File: src/hw/rtl/cramp_pkg.sv
`timescale 1ns / 1ps
// ----------------------------------------------------------------------------
// cramp_pkg
// Shared types and constants for the colour ramp mapper.
// ----------------------------------------------------------------------------
package cramp_pkg;

   localparam int VALUE_BITS = 32;
   localparam int RGB_BITS   = 24;
   localparam int CHAN_BITS  = 8;
   localparam int CSR_IDX_W  = 3;
   localparam int CSR_DATA_W = 8;

   localparam logic [CSR_IDX_W-1:0] CSR_RAMP_MODE   = 3'd0;
   localparam logic [CSR_IDX_W-1:0] CSR_CLIP_LOW    = 3'd1;
   localparam logic [CSR_IDX_W-1:0] CSR_CLIP_HIGH   = 3'd2;
   localparam logic [CSR_IDX_W-1:0] CSR_ALPHA_LEVEL = 3'd3;
   localparam logic [CSR_IDX_W-1:0] CSR_STOP_COUNT  = 3'd4;

   localparam logic FUNC_MAP   = 1'b0;
   localparam logic FUNC_WRITE = 1'b1;

   typedef struct packed {
      logic                         func;
      logic [3:0]                   stop_index;
      logic signed [VALUE_BITS-1:0] stop_threshold;
      logic [RGB_BITS-1:0]          stop_rgb;
      logic signed [VALUE_BITS-1:0] sample;
   } req_type;

   typedef struct packed {
      logic [CHAN_BITS-1:0] red;
      logic [CHAN_BITS-1:0] green;
      logic [CHAN_BITS-1:0] blue;
      logic [CHAN_BITS-1:0] out_alpha;
   } rsp_type;

   typedef struct packed {
      logic [RGB_BITS-1:0]   prev_rgb;
      logic [RGB_BITS-1:0]   cur_rgb;
      logic [VALUE_BITS-1:0] num;
      logic [VALUE_BITS-1:0] den;
   } lerp_job_type;

endpackage

File: src/hw/rtl/cramp_ram.sv
`timescale 1ns / 1ps
// ----------------------------------------------------------------------------
// cramp_ram
// Simple dual-port RAM, one write and one registered read port.
// ----------------------------------------------------------------------------
module cramp_ram #(
   parameter int WIDTH = 56,
   parameter int DEPTH = 16
) (
   input  logic                     clock,
   input  logic                     wr_en,
   input  logic [$clog2(DEPTH)-1:0] wr_addr,
   input  logic [WIDTH-1:0]         wr_data,
   input  logic [$clog2(DEPTH)-1:0] rd_addr,
   output logic [WIDTH-1:0]         rd_data
);

   logic [WIDTH-1:0] mem_ff [DEPTH];
   logic [WIDTH-1:0] rd_data_ff;

   always_ff @(posedge clock) begin
      if (wr_en) begin
         mem_ff[wr_addr] <= wr_data;
      end
      rd_data_ff <= mem_ff[rd_addr];
   end

   assign rd_data = rd_data_ff;

endmodule

File: src/hw/rtl/cramp_lerp.sv
`timescale 1ns / 1ps
// ----------------------------------------------------------------------------
// cramp_lerp
// Per-channel interpolation by shift-and-subtract, one quotient bit a cycle.
// ----------------------------------------------------------------------------
module cramp_lerp
   import cramp_pkg::*;
(
   input  logic                clock,
   input  logic                reset,
   input  logic                start,
   input  lerp_job_type        job,
   output logic                done,
   output logic [RGB_BITS-1:0] rgb
);

   typedef enum logic [1:0] {L_IDLE, L_SETUP, L_ITER} lstate_type;

   lstate_type            state_ff;
   lerp_job_type          job_ff;
   logic [1:0]            chan_ff;
   logic [3:0]            bit_ff;
   logic [9:0]            q_ff;
   logic [VALUE_BITS-1:0] r_ff;
   logic [VALUE_BITS-1:0] m_ff;
   logic [8:0]            k_ff;
   logic [7:0]            base_ff;
   logic [RGB_BITS-1:0]   rgb_ff;
   logic                  done_ff;

   logic [7:0]            p_in, c_in, res_in;
   logic [VALUE_BITS-1:0] dmr, dmm, r1, r2;
   logic [9:0]            q1, q2;

   always_comb begin
      case (chan_ff)
         2'd0: begin
            p_in = job_ff.prev_rgb[23:16];
            c_in = job_ff.cur_rgb[23:16];
         end
         2'd1: begin
            p_in = job_ff.prev_rgb[15:8];
            c_in = job_ff.cur_rgb[15:8];
         end
         default: begin
            p_in = job_ff.prev_rgb[7:0];
            c_in = job_ff.cur_rgb[7:0];
         end
      endcase

      dmr = job_ff.den - r_ff;
      if (r_ff >= dmr) begin
         r1 = r_ff - dmr;
         q1 = {q_ff[8:0], 1'b1};
      end else begin
         r1 = r_ff + r_ff;
         q1 = {q_ff[8:0], 1'b0};
      end
      dmm = job_ff.den - m_ff;
      r2  = r1;
      q2  = q1;
      if (k_ff[bit_ff]) begin
         if (m_ff == job_ff.den) begin
            q2 = q1 + 10'd1;
         end else if (r1 >= dmm) begin
            r2 = r1 - dmm;
            q2 = q1 + 10'd1;
         end else begin
            r2 = r1 + m_ff;
         end
      end
      res_in = base_ff + 8'((q2 + 10'd1) >> 1);
   end

   always_ff @(posedge clock) begin
      if (reset) begin
         state_ff <= L_IDLE;
         done_ff  <= 1'b0;
      end else begin
         done_ff <= 1'b0;
         unique case (state_ff)
            L_IDLE: begin
               if (start) begin
                  job_ff   <= job;
                  chan_ff  <= 2'd0;
                  state_ff <= L_SETUP;
               end
            end
            L_SETUP: begin
               q_ff   <= '0;
               r_ff   <= '0;
               bit_ff <= 4'd8;
               if (c_in >= p_in) begin
                  k_ff    <= {c_in - p_in, 1'b0};
                  m_ff    <= job_ff.num;
                  base_ff <= p_in;
               end else begin
                  k_ff    <= {p_in - c_in, 1'b0};
                  m_ff    <= job_ff.den - job_ff.num;
                  base_ff <= c_in;
               end
               state_ff <= L_ITER;
            end
            L_ITER: begin
               q_ff   <= q2;
               r_ff   <= r2;
               bit_ff <= bit_ff - 4'd1;
               if (bit_ff == 4'd0) begin
                  case (chan_ff)
                     2'd0:    rgb_ff[23:16] <= res_in;
                     2'd1:    rgb_ff[15:8]  <= res_in;
                     default: rgb_ff[7:0]   <= res_in;
                  endcase
                  if (chan_ff == 2'd2) begin
                     done_ff  <= 1'b1;
                     state_ff <= L_IDLE;
                  end else begin
                     chan_ff  <= chan_ff + 2'd1;
                     state_ff <= L_SETUP;
                  end
               end
            end
            default: state_ff <= L_IDLE;
         endcase
      end
   end

   assign done = done_ff;
   assign rgb  = rgb_ff;

endmodule

File: src/hw/rtl/color_ramp_mapper_core.sv
`timescale 1ns / 1ps
// ----------------------------------------------------------------------------
// color_ramp_mapper_core
// A stop write lands in the stop RAM at the edge that accepts it. For a map
// beat, k <= stop count stops are walked (one RAM read a cycle), then the
// lerp runs when interpolating, and the pixel beat is registered in S_EMIT.
// One item at a time: req_ready is high only in S_IDLE.
// Synchronous reset sets the registers to defaults; stop RAM holds no reset.
// ----------------------------------------------------------------------------
module color_ramp_mapper_core
   import cramp_pkg::*;
#(
   parameter int MAX_STOPS = 16
) (
   input  logic                  clock,
   input  logic                  reset,
   input  logic                  req_valid,
   output logic                  req_ready,
   input  req_type               req_data,
   output logic                  rsp_valid,
   input  logic                  rsp_ready,
   output rsp_type               rsp_data,
   input  logic                  csr_we,
   input  logic [CSR_IDX_W-1:0]  csr_index,
   input  logic [CSR_DATA_W-1:0] csr_wdata
);

   localparam int IDX_W = $clog2(MAX_STOPS);
   localparam int CNT_W = $clog2(MAX_STOPS + 1);
   localparam int ENT_W = VALUE_BITS + RGB_BITS;

   typedef enum logic [1:0] {S_IDLE, S_SCAN, S_LERP, S_EMIT} state_type;

   state_type                    state_ff;
   logic                         ramp_mode_ff, clip_low_ff, clip_high_ff;
   logic [7:0]                   alpha_level_ff;
   logic [4:0]                   stop_count_ff;
   logic signed [VALUE_BITS-1:0] sample_ff;
   logic [IDX_W-1:0]             idx_ff;
   logic [CNT_W-1:0]             n_ff;
   logic [ENT_W-1:0]             prev_ff;
   logic [RGB_BITS-1:0]          res_rgb_ff;
   logic                         res_opaque_ff;
   logic                         rsp_valid_ff;
   rsp_type                      rsp_data_ff;
   logic                         lerp_start_ff;
   lerp_job_type                 job_ff;

   logic                         wr_en;
   logic [IDX_W-1:0]             rd_addr;
   logic [ENT_W-1:0]             rd_data;
   logic signed [VALUE_BITS-1:0] thr;
   logic signed [VALUE_BITS-1:0] prev_thr;
   logic [RGB_BITS-1:0]          col;
   logic [CNT_W-1:0]             n_in;
   logic                         lerp_done;
   logic [RGB_BITS-1:0]          lerp_rgb;

   assign req_ready = (state_ff == S_IDLE);
   assign wr_en     = req_valid && req_ready && req_data.func == FUNC_WRITE
                      && 32'(req_data.stop_index) < MAX_STOPS;
   assign rd_addr   = (state_ff == S_SCAN) ? idx_ff + IDX_W'(1) : '0;
   assign thr       = rd_data[ENT_W-1 -: VALUE_BITS];
   assign col       = rd_data[RGB_BITS-1:0];
   assign prev_thr  = prev_ff[ENT_W-1 -: VALUE_BITS];
   assign n_in      = (32'(stop_count_ff) > MAX_STOPS) ? CNT_W'(MAX_STOPS)
                                                       : CNT_W'(stop_count_ff);

   cramp_ram #(.WIDTH(ENT_W), .DEPTH(MAX_STOPS)) u_ram (
      .clock   (clock),
      .wr_en   (wr_en),
      .wr_addr (IDX_W'(req_data.stop_index)),
      .wr_data ({req_data.stop_threshold, req_data.stop_rgb}),
      .rd_addr (rd_addr),
      .rd_data (rd_data)
   );

   cramp_lerp u_lerp (
      .clock (clock),
      .reset (reset),
      .start (lerp_start_ff),
      .job   (job_ff),
      .done  (lerp_done),
      .rgb   (lerp_rgb)
   );

   always_ff @(posedge clock) begin
      if (reset) begin
         ramp_mode_ff   <= 1'b1;
         clip_low_ff    <= 1'b0;
         clip_high_ff   <= 1'b0;
         alpha_level_ff <= 8'd255;
         stop_count_ff  <= 5'd0;
      end else if (csr_we) begin
         unique case (csr_index)
            CSR_RAMP_MODE:   ramp_mode_ff   <= csr_wdata[0];
            CSR_CLIP_LOW:    clip_low_ff    <= csr_wdata[0];
            CSR_CLIP_HIGH:   clip_high_ff   <= csr_wdata[0];
            CSR_ALPHA_LEVEL: alpha_level_ff <= csr_wdata;
            CSR_STOP_COUNT:  stop_count_ff  <= csr_wdata[4:0];
            default: ;
         endcase
      end
   end

   always_ff @(posedge clock) begin
      if (reset) begin
         state_ff      <= S_IDLE;
         rsp_valid_ff  <= 1'b0;
         lerp_start_ff <= 1'b0;
      end else begin
         lerp_start_ff <= 1'b0;
         if (rsp_valid_ff && rsp_ready) begin
            rsp_valid_ff <= 1'b0;
         end
         unique case (state_ff)
            S_IDLE: begin
               if (req_valid && req_data.func == FUNC_MAP) begin
                  sample_ff <= req_data.sample;
                  n_ff      <= n_in;
                  idx_ff    <= '0;
                  if (n_in == '0) begin
                     res_opaque_ff <= 1'b0;
                     state_ff      <= S_EMIT;
                  end else begin
                     state_ff <= S_SCAN;
                  end
               end
            end
            S_SCAN: begin
               prev_ff <= rd_data;
               idx_ff  <= idx_ff + IDX_W'(1);
               if (sample_ff <= thr) begin
                  if (idx_ff == '0) begin
                     res_rgb_ff    <= col;
                     res_opaque_ff <= !(clip_low_ff && sample_ff != thr);
                     state_ff      <= S_EMIT;
                  end else if (!ramp_mode_ff) begin
                     res_rgb_ff    <= col;
                     res_opaque_ff <= 1'b1;
                     state_ff      <= S_EMIT;
                  end else begin
                     job_ff.prev_rgb <= prev_ff[RGB_BITS-1:0];
                     job_ff.cur_rgb  <= col;
                     job_ff.num      <= VALUE_BITS'(sample_ff - prev_thr);
                     job_ff.den      <= VALUE_BITS'(thr - prev_thr);
                     lerp_start_ff   <= 1'b1;
                     res_opaque_ff   <= 1'b1;
                     state_ff        <= S_LERP;
                  end
               end else if (CNT_W'(idx_ff) + CNT_W'(1) == n_ff) begin
                  res_rgb_ff    <= col;
                  res_opaque_ff <= !clip_high_ff;
                  state_ff      <= S_EMIT;
               end
            end
            S_LERP: begin
               if (lerp_done) begin
                  res_rgb_ff <= lerp_rgb;
                  state_ff   <= S_EMIT;
               end
            end
            S_EMIT: begin
               if (!rsp_valid_ff || rsp_ready) begin
                  rsp_valid_ff <= 1'b1;
                  if (res_opaque_ff) begin
                     rsp_data_ff <= {res_rgb_ff, alpha_level_ff};
                  end else begin
                     rsp_data_ff <= '0;
                  end
                  state_ff <= S_IDLE;
               end
            end
            default: state_ff <= S_IDLE;
         endcase
      end
   end

   assign rsp_valid = rsp_valid_ff;
   assign rsp_data  = rsp_data_ff;

endmodule
File: config.mk
export PLATFORM = sky130hd
export DESIGN_NAME = color_ramp_mapper_core
export DESIGN_NICKNAME = d
export VERILOG_FILES = /design/src/hw/rtl/cramp_pkg.sv /design/src/hw/rtl/cramp_ram.sv /design/src/hw/rtl/cramp_lerp.sv /design/src/hw/rtl/color_ramp_mapper_core.sv
export SDC_FILE = /design/constraint.sdc
export NUM_CORES = 2
export LEC_CHECK = 0
export ABC_AREA = 1
export BUFFER_PORTS_ARGS = -buffer_cell sky130_fd_sc_hd__buf_2
export CAP_MARGIN = 5
export CORE_ASPECT_RATIO = 1.2
export CORE_UTILIZATION = 47
export DETAILED_ROUTE_END_ITERATION = 7
export PLACE_DENSITY = 0.64
export SETUP_SLACK_MARGIN = 0.02
export SYNTH_ARGS = -nofsm -noshare
export SYNTH_HDL_FRONTEND = slang
export SYNTH_SLANG_ARGS = --single-unit
File: constraint.sdc
create_clock -name clock -period 10.2 [get_ports clock]
set_clock_uncertainty 0.15 [all_clocks]
set_input_delay 0.51 -clock clock [delete_from_list [all_inputs] [get_ports clock]]
set_output_delay 0.51 -clock clock [all_outputs]
set_load 0.02 [all_outputs]
==> run summary <==
Slew Limit Fails = 0
#FFs+latches synth = 1471
Max-Cap Viols = 0
largest net degree at the start of global routing = 202
CP peak stage delay = 430 ps
Distinct cells, synth = 60
I/O pin count = 143
antenna violations before repair = 16
fin area = 79580 um^2
hold path endpoint = alpha_level_ff[6]
Slew @ Worst Pin = 1314 ps
Rel. slew slack = 11.47%
total net switching power = 10.90 mW
Clock Path Buffers = 3
# rows = 155
Initial Utilization = 47.53%
Initial DRC Count = 5044
Num CTS Buffers = 145
Multi-input gate area = 24510 um^2
hold path depth = 3
post-route ant nets = 0
endpoint class of the critical path = register
CP bufs+invs = 7
register area share after synthesis = 61.20%
leakage = 29.67 nW
routability congestion estimate = 0.9797
worst r2r dst = u_lerp.rgb[23]
Worst Min Path Start = csr_wdata[6]
Seq pwr share = 30.8%
Final #Nets = 7230
Fmax = 108.4 MHz
post-synthesis cell area = 70890 um^2
die height = 427.4 um
H-tree Lvls = 4
Cell Area, Placed = 73810 um^2
GRT Residual Overflow = 0
Synth Area per Inst = 10.78 um^2
Post-Route WL = 205400 um
Worst Path Max Fanout = 46
# Post-CTS Setup Buffers = 0
Final Hold Viols = 0
Worst R2R Path Depth = 52
yosys warns = 0
Hold/Removal Path Class = input port to register
layout cells sized above 1 = 7.441%
WL/cell = 23.15 um
Yosys top cell by area = edfxtp_1
clock root cell = clkbuf_16
final setup vio count = 0
DRC = 0
Mapped Cells = 6574
Die X = 356.5 um
delay-heaviest family, CP = simple AND/OR/NAND/NOR gates
most common flop cell mapped by yosys = edfxtp_1
R2R setup slack = 980 ps
clk slew on worst S/H paths = 60 ps
Max stage delay cell, worst path = fa_1
drt pass-1 iters = 6
Net Sw Frac = 43.70%
syn_nets = 7015
WS Path Type = register to register
Setup crit start kind = register
core area = 149100 um^2
Area Growth Syn to Fin = 12.26%
RSZ-0062 raised after global routing = false
RR Startpoint = u_lerp.job_ff[0]
FF+latch area = 43380 um^2
via/cell ratio = 5.738
top area cells in the synthesized netlist = edfxtp_1, ha_1, o21ai_0, nand2_1, nor2_1
gr usage total = 26.58%
Worst Setup SP = u_lerp.job_ff[0]
clock share of power = 21.5%
pwr dens = 313.5 nW/um^2
number of buffers added on ports = 142
die area = 152400 um^2
Worst Path Required = 10560 ps
combinational power share = 47.7%
IR drop worst, VDD = 0.0002609 V
most frequent CP cell = nand2_1
clock latency on the worst-skew pair = 780 ps
Filler Cell Count = 12.98k
status = completed
CP arrival = 9580 ps
CTS tree = built
first-pass GRT wire length = 301900 um
fin crit period = 9224 ps
Async S/R FF share, synth = 0%
Yosys top cell area share = 58.97%
setup TNS = 0 ps
part of the cycle the worst path needs = 90.43%
Via Count = 50.91k
HPWL Detailed = 136100 um
TritonCTS sink count = 1471
Int Pwr = 14.04 mW
Post-synth EDFFs = 1392
WP depth = 52
number of global-route vias before repair = 49.79k
[repair_timing]
action / CTS / global route
hold buffers: 101 / 0
endpoints found under the hold margin: 944 / 0
gates resized for setup: 0 / 0
[stage by stage]
step	std cells	total power, mW	hold slack, ps	utilization [%]	setup WS, ps
floorplan	6574	15.62	250.3	-	1006
detailed placement	8503	19.45	254.5	49.49	985.7
CTS	8870	24.87	2.940	53.36	942.9
global placement	8503	19.44	250.2	49.49	1121
finish	8873	24.95	52.32	53.36	975.7
global route	8872	26.37	1.933	53.36	33.38
[kinds of logic after synthesis]
logic type,share of synthesized area (%)
AOI/OAI and AO/OA,13.62
xor gates and xnor gates,2.582
adders and majority gates,5.976
buffers and inverters,4.517
DFF,61.20
muxes,0.04413
and+or+nand+nor,12.06
[power by group through the flow]
stage | logic (mW) | registers, mW | clock network [mW]
after CTS | 11.7 | 7.68 | 5.44
final | 11.9 | 7.69 | 5.37
after floorplan | 7.95 | 7.67 | 0
after global placement | 11.6 | 7.80 | 0
after global routing | 13.0 | 7.72 | 5.68
after detailed placement | 11.6 | 7.81 | 0
[synth_stat cells, drive strengths merged (2+ instances only)]
| cell | number |
|---|---|
| ha | 321 |
| o21a | 23 |
| nand4 | 39 |
| clkbuf | 187 |
| and3 | 3 |
| or2 | 19 |
| nand2 | 895 |
| o22ai | 96 |
| buf | 43 |
| nand3 | 201 |
| edfxtp | 1392 |
| o2111ai | 2 |
| a21boi | 14 |
| nor2 | 813 |
| nand3b | 10 |
| mux2i | 2 |
| o221ai | 135 |
| nor4 | 19 |
| o211ai | 100 |
| fa | 11 |
| o21ai | 749 |
| inv | 611 |
| a21o | 29 |
| xnor2 | 85 |
| and2 | 3 |
| a21oi | 407 |
| o21bai | 31 |
| a22o | 15 |
| a31oi | 24 |
| a221oi | 18 |
| xor2 | 124 |
| nor3 | 55 |
| dfxtp | 79 |
| a211oi | 10 |
| o31ai | 5 |
[state kept, by name (all words and copies together) (netlist names), 24 cells and up]
register,flops
sample_ff,32
u_lerp.job_ff,112
res_rgb_ff,24
u_ram.mem_ff,896
u_lerp.r_ff,32
prev_ff,56
u_lerp.rgb,24
job_ff,112
u_ram.rd_data,56
rsp_data,32
u_lerp.m_ff,32
[worst register-to-register path: cells and delay by family (launching register included)]
kind,cells,cell delay (ps)
AND/OR/NAND/NOR,26,2810
XOR/XNOR,4,900
adder cells (fa/ha/maj),6,1860
buffers and inverters,7,810
flip-flops,1,410
AO/OA/AOI/OAI,9,2020
[layout make-up]
cell class                 instances  area share (%)
inverter                         612           2.902
clock buffer                     195           5.008
multi-input combinational       4261           30.80
timing repair buffer             298           2.714
antenna                            3        0.009434
sequential                      1471           54.51
clock inverter                    71          0.9685
tap                             1962           3.085
[how the worst max path moves through the flow]
stage / to / slack, ps
after floorplan: u_lerp.job_ff[0] / 1010
after global placement: u_lerp.rgb[15] / 1120
after detailed placement: u_lerp.rgb[23] / 990
after CTS: u_lerp.rgb[23] / 940
after global routing: u_lerp.rgb[23] / 30
final: u_lerp.rgb[23] / 980
[layer usage]
metal | global-route usage, % | routed length (um) | vias up
met4 | 11.54 | 8845 | 16
met3 | 3.855 | 12380 | 429
met1 | 33.15 | 81710 | 24663
met5 | 0 | 105 | -
li1 | - | - | 23955
met2 | 45.84 | 102300 | 1849
[placed cells by master, fill, tap and decap left out, types with 124 or more instances in the layout]
master,count
a21oi_1,403
buf_2,142
clkbuf_16,152
edfxtp_1,1392
ha_1,321
inv_1,597
nand2_1,869
nand3_1,192
nor2_1,778
o21ai_0,707
o221ai_1,135
xor2_1,124
No activity file was read; power rests on OpenSTA's default activity.
